**src/rtl/dnsaf_pkg.sv**
```systemverilog
// ----------------------------------------------------------------------------
// dnsaf_pkg: shared types and codes for the dns answer finder
// phase codes, result codes, register indexes and the structs that pass
// between the finder's modules
// ----------------------------------------------------------------------------
`default_nettype none

package dnsaf_pkg;

  localparam int unsigned CFG_IDX_W = 8;

  // register indexes on the configuration port
  localparam logic [CFG_IDX_W-1:0] REG_WANTED_TYPE = 8'd0;
  localparam logic [CFG_IDX_W-1:0] REG_WANTED_INST = 8'd1;

  localparam logic [15:0] RESET_WANTED_TYPE = 16'd1;
  localparam logic [15:0] RESET_WANTED_INST = 16'd0;

  // parse phases
  localparam logic [3:0] PH_HEADER = 4'd0;
  localparam logic [3:0] PH_QLEN   = 4'd1;
  localparam logic [3:0] PH_QSKIP  = 4'd2;
  localparam logic [3:0] PH_QPTR   = 4'd3;
  localparam logic [3:0] PH_QFIXED = 4'd4;
  localparam logic [3:0] PH_ALEN   = 4'd5;
  localparam logic [3:0] PH_ASKIP  = 4'd6;
  localparam logic [3:0] PH_APTR   = 4'd7;
  localparam logic [3:0] PH_AFIXED = 4'd8;
  localparam logic [3:0] PH_RDATA  = 4'd9;
  localparam logic [3:0] PH_DONE   = 4'd10;

  // search outcome
  localparam logic [1:0] OUT_PENDING = 2'd0;
  localparam logic [1:0] OUT_FOUND   = 2'd1;
  localparam logic [1:0] OUT_ABSENT  = 2'd2;

  // result status
  localparam logic [1:0] ST_FOUND  = 2'd0;
  localparam logic [1:0] ST_TRUNC  = 2'd1;
  localparam logic [1:0] ST_ABSENT = 2'd2;

  // header byte positions and fixed field layout
  localparam logic [15:0] POS_QD_HI   = 16'd4;
  localparam logic [15:0] POS_QD_LO   = 16'd5;
  localparam logic [15:0] POS_AN_HI   = 16'd6;
  localparam logic [15:0] POS_AN_LO   = 16'd7;
  localparam logic [15:0] POS_HDR_END = 16'd11;

  localparam logic [3:0] QF_LAST   = 4'd3;
  localparam logic [3:0] AF_TYPE_HI = 4'd0;
  localparam logic [3:0] AF_TYPE_LO = 4'd1;
  localparam logic [3:0] AF_LEN_HI  = 4'd8;
  localparam logic [3:0] AF_LEN_LO  = 4'd9;

  localparam logic [1:0] PTR_TAG = 2'b11;

  typedef struct packed {
    logic [15:0] wanted_type;
    logic [15:0] wanted_instance;
  } dnsaf_cfg_t;

  typedef struct packed {
    logic [1:0]  status;
    logic [15:0] rdata_offset;
    logic [15:0] rdata_length;
  } dnsaf_res_t;

endpackage

`default_nettype wire

```
**src/rtl/dnsaf_parser.sv**
```systemverilog
// ----------------------------------------------------------------------------
// dnsaf_parser: message walker
// steps header, question and answer parsing by one byte and forms the result
// ----------------------------------------------------------------------------
`default_nettype none

module dnsaf_parser import dnsaf_pkg::*; (
  input  wire logic       clk,
  input  wire logic       rst_n,
  input  wire logic       step,
  input  wire logic [7:0] data_byte,
  input  wire logic       last,
  input  dnsaf_cfg_t      cfg,
  output dnsaf_res_t      res
);

  logic [3:0]  phase_r, phase_nxt;
  logic [16:0] off_r, off_nxt;
  logic [3:0]  fi_r, fi_nxt;
  logic [15:0] q_r, q_nxt;
  logic [15:0] a_r, a_nxt;
  logic [15:0] skip_r, skip_nxt;
  logic [15:0] rtype_r, rtype_nxt;
  logic [15:0] rlen_r, rlen_nxt;
  logic [15:0] mc_r, mc_nxt;
  logic [15:0] fo_r, fo_nxt;
  logic [15:0] fl_r, fl_nxt;
  logic [1:0]  oc_r, oc_nxt;

  logic [15:0] pos;
  logic [15:0] q_dec;
  logic [15:0] a_dec;
  logic [15:0] len_full;
  logic        rec_end;

  assign pos      = off_r[15:0];
  assign q_dec    = q_r - 16'd1;
  assign a_dec    = a_r - 16'd1;
  assign len_full = {rlen_r[15:8], data_byte};

  always_comb begin
    phase_nxt = phase_r;
    off_nxt   = off_r;
    fi_nxt    = fi_r;
    q_nxt     = q_r;
    a_nxt     = a_r;
    skip_nxt  = skip_r;
    rtype_nxt = rtype_r;
    rlen_nxt  = rlen_r;
    mc_nxt    = mc_r;
    fo_nxt    = fo_r;
    fl_nxt    = fl_r;
    oc_nxt    = oc_r;
    rec_end   = 1'b0;

    if (!off_r[16]) begin
      off_nxt = off_r + 17'd1;
      case (phase_r)
        PH_HEADER: begin
          if (pos == POS_QD_HI) q_nxt = {data_byte, 8'h00};
          if (pos == POS_QD_LO) q_nxt = {q_r[15:8], data_byte};
          if (pos == POS_AN_HI) a_nxt = {data_byte, 8'h00};
          if (pos == POS_AN_LO) a_nxt = {a_r[15:8], data_byte};
          if (pos == POS_HDR_END) begin
            if (q_r != 16'd0) begin
              phase_nxt = PH_QLEN;
            end else if (a_r == 16'd0) begin
              phase_nxt = PH_DONE;
              oc_nxt    = OUT_ABSENT;
            end else begin
              phase_nxt = PH_ALEN;
            end
          end
        end
        PH_QLEN, PH_ALEN: begin
          if (data_byte[7:6] == PTR_TAG) begin
            phase_nxt = (phase_r == PH_QLEN) ? PH_QPTR : PH_APTR;
          end else if (data_byte == 8'd0) begin
            fi_nxt    = 4'd0;
            phase_nxt = (phase_r == PH_QLEN) ? PH_QFIXED : PH_AFIXED;
          end else begin
            skip_nxt  = {8'h00, data_byte};
            phase_nxt = (phase_r == PH_QLEN) ? PH_QSKIP : PH_ASKIP;
          end
        end
        PH_QSKIP, PH_ASKIP: begin
          skip_nxt = skip_r - 16'd1;
          if (skip_r == 16'd1) phase_nxt = (phase_r == PH_QSKIP) ? PH_QLEN : PH_ALEN;
        end
        PH_QPTR: begin
          fi_nxt    = 4'd0;
          phase_nxt = PH_QFIXED;
        end
        PH_APTR: begin
          fi_nxt    = 4'd0;
          phase_nxt = PH_AFIXED;
        end
        PH_QFIXED: begin
          fi_nxt = fi_r + 4'd1;
          if (fi_r == QF_LAST) begin
            fi_nxt = 4'd0;
            q_nxt  = q_dec;
            if (q_dec != 16'd0) begin
              phase_nxt = PH_QLEN;
            end else if (a_r == 16'd0) begin
              phase_nxt = PH_DONE;
              oc_nxt    = OUT_ABSENT;
            end else begin
              phase_nxt = PH_ALEN;
            end
          end
        end
        PH_AFIXED: begin
          if (fi_r == AF_TYPE_HI) rtype_nxt = {data_byte, 8'h00};
          if (fi_r == AF_TYPE_LO) rtype_nxt = {rtype_r[15:8], data_byte};
          if (fi_r == AF_LEN_HI)  rlen_nxt  = {data_byte, 8'h00};
          if (fi_r == AF_LEN_LO)  rlen_nxt  = len_full;
          fi_nxt = fi_r + 4'd1;
          if (fi_r == AF_LEN_LO) begin
            fi_nxt   = 4'd0;
            fo_nxt   = pos + 16'd1;
            fl_nxt   = len_full;
            skip_nxt = len_full;
            if (len_full == 16'd0) rec_end = 1'b1;
            else phase_nxt = PH_RDATA;
          end
        end
        PH_RDATA: begin
          skip_nxt = skip_r - 16'd1;
          if (skip_r == 16'd1) rec_end = 1'b1;
        end
        default: ;
      endcase

      // record complete: match check, then next answer or end of search
      if (rec_end) begin
        if ((rtype_r == cfg.wanted_type) && (mc_r == cfg.wanted_instance)) begin
          phase_nxt = PH_DONE;
          oc_nxt    = OUT_FOUND;
        end else begin
          if (rtype_r == cfg.wanted_type) mc_nxt = mc_r + 16'd1;
          a_nxt = a_dec;
          if (a_dec == 16'd0) begin
            phase_nxt = PH_DONE;
            oc_nxt    = OUT_ABSENT;
          end else begin
            phase_nxt = PH_ALEN;
          end
        end
      end
    end
  end

  always_comb begin
    res.rdata_offset = 16'd0;
    res.rdata_length = 16'd0;
    if (off_nxt[16])                res.status = ST_TRUNC;
    else if (oc_nxt == OUT_FOUND)   res.status = ST_FOUND;
    else if (oc_nxt == OUT_ABSENT)  res.status = ST_ABSENT;
    else                            res.status = ST_TRUNC;
    if (res.status == ST_FOUND) begin
      res.rdata_offset = fo_nxt;
      res.rdata_length = fl_nxt;
    end
  end

  always_ff @(posedge clk) begin
    if (!rst_n || (step && last)) begin
      phase_r <= PH_HEADER;
      off_r   <= '0;
      fi_r    <= '0;
      q_r     <= '0;
      a_r     <= '0;
      skip_r  <= '0;
      rtype_r <= '0;
      rlen_r  <= '0;
      mc_r    <= '0;
      fo_r    <= '0;
      fl_r    <= '0;
      oc_r    <= OUT_PENDING;
    end else if (step) begin
      phase_r <= phase_nxt;
      off_r   <= off_nxt;
      fi_r    <= fi_nxt;
      q_r     <= q_nxt;
      a_r     <= a_nxt;
      skip_r  <= skip_nxt;
      rtype_r <= rtype_nxt;
      rlen_r  <= rlen_nxt;
      mc_r    <= mc_nxt;
      fo_r    <= fo_nxt;
      fl_r    <= fl_nxt;
      oc_r    <= oc_nxt;
    end
  end

endmodule

`default_nettype wire

```
**config.mk**
```make
export PLATFORM = sky130hd
export DESIGN_NAME = dnsaf_parser
export DESIGN_NICKNAME = d
export VERILOG_FILES = /design/src/rtl/dnsaf_pkg.sv /design/src/rtl/dnsaf_parser.sv
export SDC_FILE = /design/constraint.sdc
export NUM_CORES = 1
export LEC_CHECK = 0
export BUFFER_PORTS_ARGS = -buffer_cell sky130_fd_sc_hd__buf_2
export CAP_MARGIN = 20
export CORE_MARGIN = 2
export CORE_UTILIZATION = 55
export DETAILED_ROUTE_END_ITERATION = 16
export GPL_TIMING_DRIVEN = 0
export PLACE_DENSITY = 0.71
export SLEW_MARGIN = 20
export SYNTH_ARGS = -nofsm -noshare
export SYNTH_HDL_FRONTEND = slang
export SYNTH_SLANG_ARGS = --single-unit
export TNS_END_PERCENT = 20
```
**constraint.sdc**
```tcl
create_clock -name clk -period 5.3 [get_ports clk]
set_clock_uncertainty 0.1 [all_clocks]
set_input_delay 0.53 -clock clk [delete_from_list [all_inputs] [get_ports clk]]
set_output_delay 0.53 -clock clk [all_outputs]
set_load 0.03 [all_outputs]
```
Word level (Yosys, flattened, before mapping)

Index checks and enable logic that the tools add are counted.

Register bits: 147
Output and inout bits: 34

Add/sub/neg operators: 7
Equality and inequality tests: 37
Multiplexer cells: 64
Bitwise gates (word level): 4
Reductions and logical operators: 32

Operator list:

| operator                | count |
|---|---|
| $mux W16                | 17 |
| $mux W4                 | 18 |
| $eq A16 B3 Y1 const B   | 4 |
| $logic_not A16 Y1       | 3 |
| $pmux W16 S3            | 1 |
| $sub A16 B1 Y16 const B | 3 |
| $add A16 B1 Y16 const B | 2 |
| $eq A16 B16 Y1          | 2 |
| $mux W32                | 1 |
| $pmux W16 S2            | 1 |
| $reduce_bool A16 Y1     | 2 |
| $pmux W4 S7             | 1 |
| $reduce_and A5 Y1       | 5 |
| $mux W2                 | 12 |
| $ne A3 B3 Y1 const B    | 6 |
| $add A17 B1 Y17 const B | 1 |
| $mux W17                | 1 |
| $eq A16 B1 Y1 const B   | 1 |
| $eq A16 B4 Y1 const B   | 1 |
| $eq A4 B3 Y1 const B    | 4 |
| $eq A4 B4 Y1 const B    | 4 |
| $mux W8                 | 2 |
| $pmux W4 S4             | 1 |
| $ne A2 B2 Y1 const B    | 7 |
| 26 further kinds        | 44 |

Logic depth before layout (Yosys ltp)

Gate-level depths: netlist of the first run.

Depth after elaboration: 15
Gate-level depth with buffers: 15
Gate-level depth less buffers: 12

Least setup slack after synthesis of the first run

Ideal clock, no wire load.

Path kind: register -> output
Start point: register q_r[0]
End point: output res[18] (netlist name)
Arrival time: 4.384 ns
Slack: 0.286 ns
Stages on the path, launching flop included: 16
Cell sequence: dfxtp_1 > buf_6 > inv_1 > ha_1 > nor3b_4 > nand2_4 > or4_1 > and3_4 > or4_1 > and3_4 > o22ai_1 > ha_1 > or4_1 > clkbuf_1 > buf_2 > a211oi_1

RTL lines:

| element                | line                | text |
|---|---|---|
| start, declared        | dnsaf_parser.sv:20  | `logic [15:0] q_r, q_nxt;` |
| start signal, assigned | dnsaf_parser.sv:185 | `q_r <= q_nxt;` |
| end, declared          | dnsaf_parser.sv:14  | `output dnsaf_res_t res` |

==> summary.txt, run 1 <==
Timing
  • Fmax: approximately 200 MHz
  • Min Hold Slack: roughly 320 ps
  • Worst slew margin: a little under a third
  • Final setup margin: between 150 and 200 ps
  • RSZ-0062 raised after global routing: yes
  • Fin. Hold Viols: 0
  • Final setup vio count: 0
  • Slew Limit Fails: 0
  • Tcrit/Tclk final: 96.5%
  • Worst-Margin Slew: between 1000 and 1500 ps
  • Min Tclk post-route: 5110 ps

Clocking
  • Root buffer cell: clkbuf_16
  • CTS tree: yes
  • CTS H-tree lvls: 4
  • # hold bufs at CTS: 0
  • Clock tree buffer depth: 2
  • Reg clk slew, reported paths: 60 ps
  • Latest clock arrival within the worst-skew pair: between 400 and 500 ps
  • Inserted Clock Buffers: 17
  • Sink Count: approximately 150

Placement
  • Pre-CTS setup slack: 60.5 ps
  • Cells after DPL: 1517
  • RePlAce Congestion: 0.965
  • DP Wirelength: 20000 um
  • IO buf count: 76

Detailed routing
  • Wirelength, routed: approximately 29000 um
  • Top sig layer: met4
  • Avg WL per Cell: between 15 and 20 um
  • Metal3 WL: between 2000 and 2500 um
  • Vias per inst: between 6 and 7
  • Vias: around 9500
  • DRT antenna net count: 0
  • Met2 routed WL: ~13000 um
  • Post-route DRC: 0
  • Drt first pass iters: 7
  • WL met1: about 12000 um
  • Drt initial violations: between 800 and 900

Critical path
  • Crit path DAT: between 4000 and 5000 ps
  • Worst R2R Path Depth: 8
  • CP Class: reg -> out
  • Slowest stage cell, crit path: or4_4
  • CP Launch Type: flop
  • Critical path's largest stage delay: 540 ps
  • CP max FO: 10
  • Worst path required time: between 4000 and 5000 ps
  • Cell Chain, Critical Path: buf_6 -> inv_1 -> ha_4 -> nor3b_4 -> nand2_4 -> or4_1 -> and3_4 -> or4_1 -> and3_4 -> o22ai_2 -> ha_1 -> or4_4 -> buf_6 -> a211oi_1 -> buf_4
  • Worst setup EP type: output pin

Power
  • Worst vdd ir: 0.233 mV
  • Power per cell area: about 230 nW/um2
  • Leakage: around 3.7 nW
  • Pwr Total: around 2.5 mW

Yosys
  • Number of synthesized flops with an enable pin: 0
  • Most frequent cell after synthesis: nand2_1
  • Ys async rst share: 0%
  • Mapped Cells: 1220
  • Cell taking the most area after synthesis: dfxtp_1
  • Primary FF master, synth: dfxtp_1
  • Post-synth top cells: nand2_1, nor2_1, dfxtp_1
  • Synth cell types: 84
  • Register area share after synthesis: around a third
  • Syn_area_per_cell: ~7.5 um2
  • Top-area cell type share of the netlist area: 32.2%
  • Post-synthesis net count: 1280
  • Synth Cell Area: just over 9000 um2
  • Synth Register Bits: between 100 and 150
  • Largest cells by area after synthesis: dfxtp_1, nand2_1, nor2_1
  • Ys Warns: 0

Global routing
  • First-pass GRT wire length: ~45000 um
  • Vias in the first global route: a little under 9000
  • Tot GR Track Use: about 32%
  • Global route overflow: 0
  • Largest net degree at the start of global routing: 17
  • Initial antenna violation count: 0

Cells and area
  • Final core utilization: around 65%
  • Fin cells: about 1600
  • Share of layout cells above drive strength 1: 14.4%
  • Area Overhead vs Synth: 16.3%
  • Antenna cells: 0
  • Final #Nets: approximately 1400

Floorplanning
  • Die ar.: about 18000 um2
  • Initial Util: between 50% and 60%
  • Die height: ~130 um
  • Rows: 47
  • I/O pins: 78
  • Core region area: approximately 16000 um2
  • Die width: roughly 130 um

Status
  • Status: finished clean

Worst hold path
  • Hold Path Class: in -> reg
  • Worst Hold Depth: 3

Run
  • Max Cap Viol: 0
[metrics by stage]
stage / TNS (ps) / instance area [um2]
3_3_place_gp: 0 / 9800
2_1_floorplan: 0 / 9140
5_1_grt: -165 / 10600
4_1_cts: 0 / 10500
3_5_place_dp: 0 / 9820
6_report: 0 / 10600
[worst max-delay path: cells and delay by family, from the launching register on]
kind                       cells  cell delay, ps
AOI/OAI and AO/OA              2             320
buffers and inverters          4             620
and+or+nand+nor                7            2330
adders and majority gates      2             440
DFF                            1             340
[repair_timing]
action	in CTS	in global routing
setup endpoints to repair	32	32
resized for setup	17	32
pin swaps	0	2
setup buffers	2	7
[worst paths after layout]
check                   from         to  slack, ps
hold reg to reg     fl_r[14]   fl_r[14]        360
hold / removal          step  off_r[16]        320
setup / recovery      q_r[0]    res[23]        190
setup reg to reg  phase_r[3]     a_r[4]       2220
[cells in the final DEF (no fill, tap or decap), types with 17 or more instances in the layout]
cell type	instances
dfxtp_1	147
a211oi_1	31
nand4_1	21
buf_2	66
nor3_1	32
a22oi_1	20
xor2_1	26
buf_4	33
a21oi_1	97
clkbuf_16	17
xnor2_1	63
nor2_1	159
o21ai_0	51
nand2_1	172
clkbuf_1	67
nand3_1	40
inv_1	24
[registers in the layout (all words and copies together) (netlist names)]
signal	cells
a_r	16
fi_r	4
fl_r	16
fo_r	16
mc_r	16
oc_r	2
off_r	17
phase_r	4
q_r	16
rlen_r	8
rtype_r	16
skip_r	16
[layer usage]
layer | vias to the layer above | global-route usage (%)
met3 | 73 | 6.05
met5 | - | 0
met4 | 0 | 13.1
met2 | 399 | 51.4
li1 | 4541 | -
met1 | 4469 | 43.3
[cell type report]
type / count / area, um2
inverter: 24 / 90.1
timing repair buffer: 87 / 512
clock inverter: 15 / 149
sequential: 147 / 2940
multi-input combinational: 962 / 5860
clock buffer: 17 / 425
tap: 220 / 275
buffer: 85 / 375
fill: 1435 / 5780
[report_power, final]
group | internal (mW) | leakage [nW] | switching, mW | total (mW)
Combinational | 0.0502 | 2.21 | 0.111 | 0.161
Clock | 0.660 | 0.283 | 0.543 | 1.20
Sequential | 1.11 | 1.18 | 0.00308 | 1.11
Total | 1.82 | 3.68 | 0.656 | 2.47
[cells by family after synthesis]
| group | synth area share, % |
|---|---|
| AND/OR/NAND/NOR | 29.6 |
| multiplexers | 1.34 |
| AO/OA/AOI/OAI | 21.2 |
| adder cells (fa/ha/maj) | 2.19 |
| flip-flops | 32.2 |
| buffers and inverters | 5.01 |
| XOR/XNOR | 8.53 |
Power figures use the tool's default switching activity.
==> run 2: changes to the inputs <==
- CORE_UTILIZATION: 55 -> 56
- PLACE_DENSITY: 0.71 -> 0.73
==> run 2 against run 1 <==
Clock power increased by 3%. Largest cell class unchanged. Design area decreased by 0.35%. Total power increased by 1.4%. Largest power group unchanged.
==> summary.txt, run 2 (synthesis results as in run 1) <==
Status
  • Status: finished clean

Cells and area
  • Final #Nets: 1381 (-0.22%)
  • FILL cells: 1448 (+0.91%)
  • Fin cells: 1550 (-0.45%)
  • Area Overhead vs Synth: 15.9%
  • Antenna cells: 0 (unchanged)
  • Most frequent cells in the layout: nand2_1, nor2_1, dfxtp_1, a21oi_1, clkbuf_1
  • Final core utilization: 66.4% (+1.7 points)
  • Share of layout cells above drive strength 1: 13.9% (-0.49 points)
  • Max FFs per register: 17 (unchanged)
  • Most common cell after layout, fill and taps aside: nand2_1
  • Top reg by flops: off_r

Critical path
  • Critical path's largest stage delay: 570 ps (+30 ps)
  • Worst path required time: 4670 ps (about the same)
  • Crit path DAT: 4540 ps (+60 ps)
  • CP max FO: 10 (unchanged)
  • Worst setup EP type: output pin
  • Cell Chain, Critical Path: buf_6 -> inv_1 -> ha_4 -> nor3b_4 -> nand2_4 -> or4_1 -> and3_4 -> or4_1 -> and3_4 -> o22ai_2 -> ha_1 -> or4_4 -> buf_6 -> a211oi_1 -> buf_4
  • Slowest stage cell, crit path: or4_4
  • Critical path's top delay family: simple AND/OR/NAND/NOR gates
  • CP Launch Type: flop
  • CP bufs+invs: 4 (unchanged)
  • CP Class: reg -> out

Clocking
  • Inserted Clock Buffers: 17 (unchanged)
  • Reg clk slew, reported paths: 60 ps (about the same)
  • CTS tree: yes
  • # hold bufs at CTS: 0 (unchanged)
  • Root buffer cell: clkbuf_16
  • Latest clock arrival within the worst-skew pair: 430 ps (about the same)
  • Clock tree buffer depth: 2 (unchanged)
  • CTS H-tree lvls: 4 (unchanged)
  • Sink Count: 147 (unchanged)

Power
  • Power per cell area: 237 nW/um2 (+1.7%)
  • Worst vdd ir: 0.229 mV (-1.7%)
  • Leakage: 3.66 nW (-0.39%)

Floorplanning
  • Die width: 132 um (-0.87%)
  • Core region area: 15900 um2 (-2.8%)
  • Die height: 132 um (-0.87%)
  • Initial Util: 57.3% (+1.6 points)
  • Die ar.: 17400 um2 (-1.7%)
  • I/O pins: 78 (unchanged)
  • Rows: 46 (-2.1%)

Timing
  • Worst-Margin Slew: 1100 ps (+54.1 ps)
  • Fin. Hold Viols: 0 (unchanged)
  • Tcrit/Tclk final: 97.5% (+1.0 points)
  • Worst slew margin: 26.3% (-3.8 points)
  • Slew Limit Fails: 0 (unchanged)
  • Fmax: 194 MHz (-1.1%)
  • Final setup margin: 133 ps (-54.4 ps)
  • Final setup vio count: 0 (unchanged)
  • Min Tclk post-route: 5170 ps (+54.4 ps)

Placement
  • DP Wirelength: 19900 um (-0.76%)
  • Pre-CTS setup slack: 218 ps (+157 ps)
  • Cells after DPL: 1513 (-0.26%)
  • RePlAce Congestion: 0.971 (+0.59%)
  • IO buf count: 76 (unchanged)

Detailed routing
  • Post-route DRC: 0 (unchanged)
  • DRT antenna net count: 0 (unchanged)
  • Vias: 9567 (+0.90%)
  • Drt initial violations: 892 (+2.3%)
  • Wirelength, routed: 28500 um (-0.66%)
  • Vias per inst: 6.17 (+1.4%)
  • Avg WL per Cell: 18.4 um (-0.21%)
  • Drt first pass iters: 7 (unchanged)

Global routing
  • Largest net degree at the start of global routing: 17 (unchanged)
  • Initial antenna violation count: 0 (unchanged)
  • First-pass GRT wire length: 45300 um (-0.46%)
  • Global route overflow: 0 (unchanged)
  • Vias in the first global route: 8819 (+1.6%)
  • Tot GR Track Use: 31.8% (-0.47 points)

Worst hold path
  • Hold Path Class: in -> reg

Run
  • Max Cap Viol: 0 (unchanged)
## run 2: through the flow
step                area (um2)  power [mW]  setup TNS, ps  hold WS [ps]
floorplan                 9140        1.22              0           333
global placement          9790        1.29              0           344
detailed placement        9810        1.29              0           348
CTS                      10500        2.50          -22.0           309
global route             10600        2.57          -57.2           326
finish                   10600        2.51              0           311
## run 2: routing by layer
metal  vias to the layer above  share of wire, %  global-route usage [%]
li1                       4540                 -                       -
met1                      4558                45                    43.7
met2                       414                46                    50.6
met3                        55               7.0                    4.65
met4                         0               2.6                    12.6
met5                         -                 0                       0
## run 2: layout make-up
class | count | area, um2 | area share, %
multi-input combinational | 962 | 5830 | 55.1
sequential | 147 | 2940 | 27.8
timing repair buffer | 84 | 485 | 4.58
clock buffer | 19 | 443 | 4.18
buffer | 85 | 375 | 3.54
tap | 216 | 270 | 2.55
clock inverter | 13 | 150 | 1.42
inverter | 24 | 90.1 | 0.851
## run 2: what timing repair did
item / 4_1_cts / 5_1_grt
resized for setup: 16 / 27
endpoints found under the setup margin: 32 / 32
setup buffers: 2 / 5
pin swaps: 0 / 2
## run 2: final timing paths
| kind | startpoint | to | slack (ps) | depth (start not counted) |
|---|---|---|---|---|
| max | q_r[0] | res[30] | 130 | 15 |
| min | step | off_r[16] | 310 | 3 |
| max reg2reg | phase_r[0] | rtype_r[6] | 2150 | 8 |
| min reg2reg | fl_r[14] | fl_r[14] | 360 | 2 |
## run 2: worst min-delay path: cells and delay by family
kind,cells,cell delay (ps)
buffers and inverters,1,150
AND/OR/NAND/NOR,1,60
AO/OA/AOI/OAI,1,60
## run 2: where the power goes
group	total, mW	switching, mW	internal, mW
logic	0.160	0.109	0.0506
registers	1.11	0.00276	1.11
clock network	1.24	0.524	0.714
==> run 3: changes to the inputs <==
- CORE_ASPECT_RATIO: default -> 1.2
==> run 3 against run 2 <==
Worst setup slack lost 23 ps. Sequential share of layout area is 0.11 points higher. First-iteration DRC count decreased by 7.3%. Routed wire length increased by 0.11%. Fmax down 0.45%. Die area about the same. Combinational power barely moved. Highest routed layer unchanged. Final cell count shrank 0.39%. Core utilization down 0.83 points.
==> summary.txt, run 3 (synthesis results as in run 1) <==
Status
  • Status: finished clean

Power
  • Clock power share: 48.4% (-1.0 points)
  • Flop pwr share: 45.0% (+0.8 points)
  • Sw Pwr: 0.647 mW (+1.8%)
  • P_int: 1.81 mW (-3.0%)
  • Worst vdd ir: 0.193 mV (-16%)
  • Power per cell area: 233 nW/um2 (-1.4%)
  • Gate power share: 6.5% (about the same)
  • Sw Ratio: 26.3% (+0.92 points)
  • Leakage: 3.64 nW (-0.57%)

Clocking
  • Reg clk slew, reported paths: 60 ps (about the same)
  • Root buffer cell: clkbuf_16
  • Sink Count: 147 (unchanged)
  • Latest clock arrival within the worst-skew pair: 440 ps (about the same)
  • Inserted Clock Buffers: 17 (unchanged)
  • CTS H-tree lvls: 4 (unchanged)
  • # hold bufs at CTS: 0 (unchanged)
  • CTS tree: yes
  • Clock tree buffer depth: 2 (unchanged)

Worst hold path
  • Worst Hold Depth: 3 (unchanged)
  • Hold Path Class: in -> reg
  • Hold Startpoint: step
  • Hold endpoint: off_r[16]

Global routing
  • First-pass GRT wire length: 44700 um (-1.1%)
  • Largest net degree at the start of global routing: 17 (unchanged)
  • Initial antenna violation count: 0 (unchanged)
  • Vias in the first global route: 8557 (-3.0%)
  • Global route overflow: 0 (unchanged)
  • Tot GR Track Use: 33.1% (+1.2 points)

Detailed routing
  • Drt first pass iters: 5 (-2)
  • WL met1: 11800 um (-7.3%)
  • Drt initial violations: 827 (-7.3%)
  • Post-route DRC: 0 (unchanged)
  • Wirelength, routed: 28500 um (+0.11%)
  • Avg WL per Cell: 18.5 um (+0.49%)
  • Top sig layer: met4
  • Met2 routed WL: 13600 um (+3.9%)
  • Vias per inst: 6.15 (-0.38%)
  • DRT antenna net count: 0 (unchanged)
  • Metal3 WL: 2020 um (+0.35%)
  • Vias: 9494 (-0.76%)

Cells and area
  • Top reg by flops: off_r
  • Fin cells: 1544 (-0.39%)
  • Area Overhead vs Synth: 15.4%
  • Max FFs per register: 17 (unchanged)
  • Most frequent cells in the layout: nand2_1, nor2_1, dfxtp_1, a21oi_1, clkbuf_1
  • Share of layout cells above drive strength 1: 13.8% (-0.13 points)
  • Final core utilization: 65.6% (-0.83 points)
  • Most common cell after layout, fill and taps aside: nand2_1
  • Final #Nets: 1379 (-0.14%)
  • Antenna cells: 0 (unchanged)

Placement
  • DP Wirelength: 20400 um (+2.4%)
  • Cells after DPL: 1509 (-0.26%)
  • RePlAce Congestion: 0.975 (+0.41%)
  • IO buf count: 76 (unchanged)

Critical path
  • Crit path DAT: 4560 ps (+20 ps)
  • Worst R2R Path Depth: 7 (-1)
  • Cell Chain, Critical Path: buf_6 -> inv_1 -> ha_4 -> nor3b_4 -> nand2_4 -> or4_1 -> and3_4 -> or4_1 -> and3_4 -> o22ai_1 -> ha_1 -> or4_4 -> clkbuf_4 -> a21oi_1 -> buf_4
  • FF-to-FF setup slack: 2240 ps (+90 ps)
  • Critical path's largest stage delay: 550 ps (-20 ps)
  • CP bufs+invs: 4 (unchanged)
  • Worst path required time: 4670 ps (about the same)
  • R2r endpoint: rtype_r[7]
  • Worst r2r src: phase_r[0]
  • CP Class: reg -> out
  • Slowest stage cell, crit path: or4_4
  • CP Launch Type: flop
  • CP max FO: 10 (unchanged)
  • Worst setup EP type: output pin
  • Critical path's top delay family: simple AND/OR/NAND/NOR gates

Timing
  • Final setup vio count: 0 (unchanged)
  • Fmax: 193 MHz (-0.45%)
  • Worst slew margin: 27.4% (+1.1 points)
  • RSZ-0062 raised after global routing: yes
  • Tcrit/Tclk final: 97.9% (+0.44 points)
  • Slew Limit Fails: 0 (unchanged)
  • Worst-Margin Slew: 1090 ps (-17.2 ps)
  • Min Tclk post-route: 5190 ps (+23.5 ps)
  • Fin. Hold Viols: 0 (unchanged)

Floorplanning
  • Rows: 51 (+11%)
  • Core region area: 16100 um2 (+0.86%)
  • Initial Util: 56.8% (-0.49 points)
  • Die width: 121 um (-8.4%)
  • Die ar.: 17400 um2 (about the same)
  • I/O pins: 78 (unchanged)
  • Die height: 144 um (+9.3%)

Run
  • Max Cap Viol: 0 (unchanged)
==> run 3: changes by cell type in the layout (fill, tap and decap cells not counted), moves of 2 or more <==
cell      before  now
clkinv_4       4    2
clkinv_2       1    3
buf_2         66   62
buf_4         30   33
inv_8          0    2
==> run 3: worst min-delay path, cell delays in order <==
cell     delay, ps
buf_4          150
nand2_1         60
a21oi_1         60
==> run 3: how the worst max path moves through the flow <==
stage | from | to | slack, ps | depth (start not counted)
3_3_place_gp | cfg[19] | res[27] | -190 | 13
6_report | q_r[0] | res[15] | 110 | 15
5_1_grt | q_r[0] | res[8] | -40 | 15
3_5_place_dp | q_r[1] | res[27] | 90 | 15
2_1_floorplan | q_r[0] | res[18] | 290 | 15
4_1_cts | q_r[0] | res[23] | 3 | 16
==> run 3: cell type report <==
class / count / area, um2
Multi-Input combinational cell: 962 / 5830
Fill cell: 1455 / 5530
Sequential cell: 147 / 2940
Timing Repair Buffer: 82 / 480
Clock buffer: 17 / 425
Buffer: 85 / 372
Tap cell: 212 / 265
Clock inverter: 15 / 144
Inverter: 24 / 90.1
==> run 3: metrics by stage <==
step / area (um2) / total power, mW / TNS [ps] / setup slack [ps] / hold WS, ps
3_3_place_gp: 9790 / 1.29 / -2480 / -193 / 344
6_report: 10500 / 2.46 / 0 / 109 / 312
5_1_grt: 10500 / 2.53 / -121 / -43.7 / 309
2_1_floorplan: 9140 / 1.22 / 0 / 286 / 333
4_1_cts: 10400 / 2.46 / 0 / 3.28 / 300
3_5_place_dp: 9810 / 1.29 / 0 / 89.1 / 347
==> run 3: power groups by stage <==
stage | sequential (mW) | clock (mW) | combinational (mW)
floorplan | 1.13 | 0 | 0.0881
global placement | 1.13 | 0 | 0.154
detailed placement | 1.13 | 0 | 0.155
CTS | 1.11 | 1.19 | 0.156
global route | 1.11 | 1.25 | 0.172
finish | 1.11 | 1.19 | 0.160
==> run 3: layer usage <==
metal  vias up  track usage [%]
li1       4552                -
met2       397             54.9
met5         -                0
met1      4472             41.2
met3        73             6.43
met4         0             15.9
==> run 3: repair_timing <==
item / 4_1_cts / 5_1_grt
hold endpoints to repair: 0 / 0
gates resized for setup: 12 / 41
pin swaps: 0 / 3
endpoints found under the setup margin: 32 / 32
buffers inserted: 2 / 3
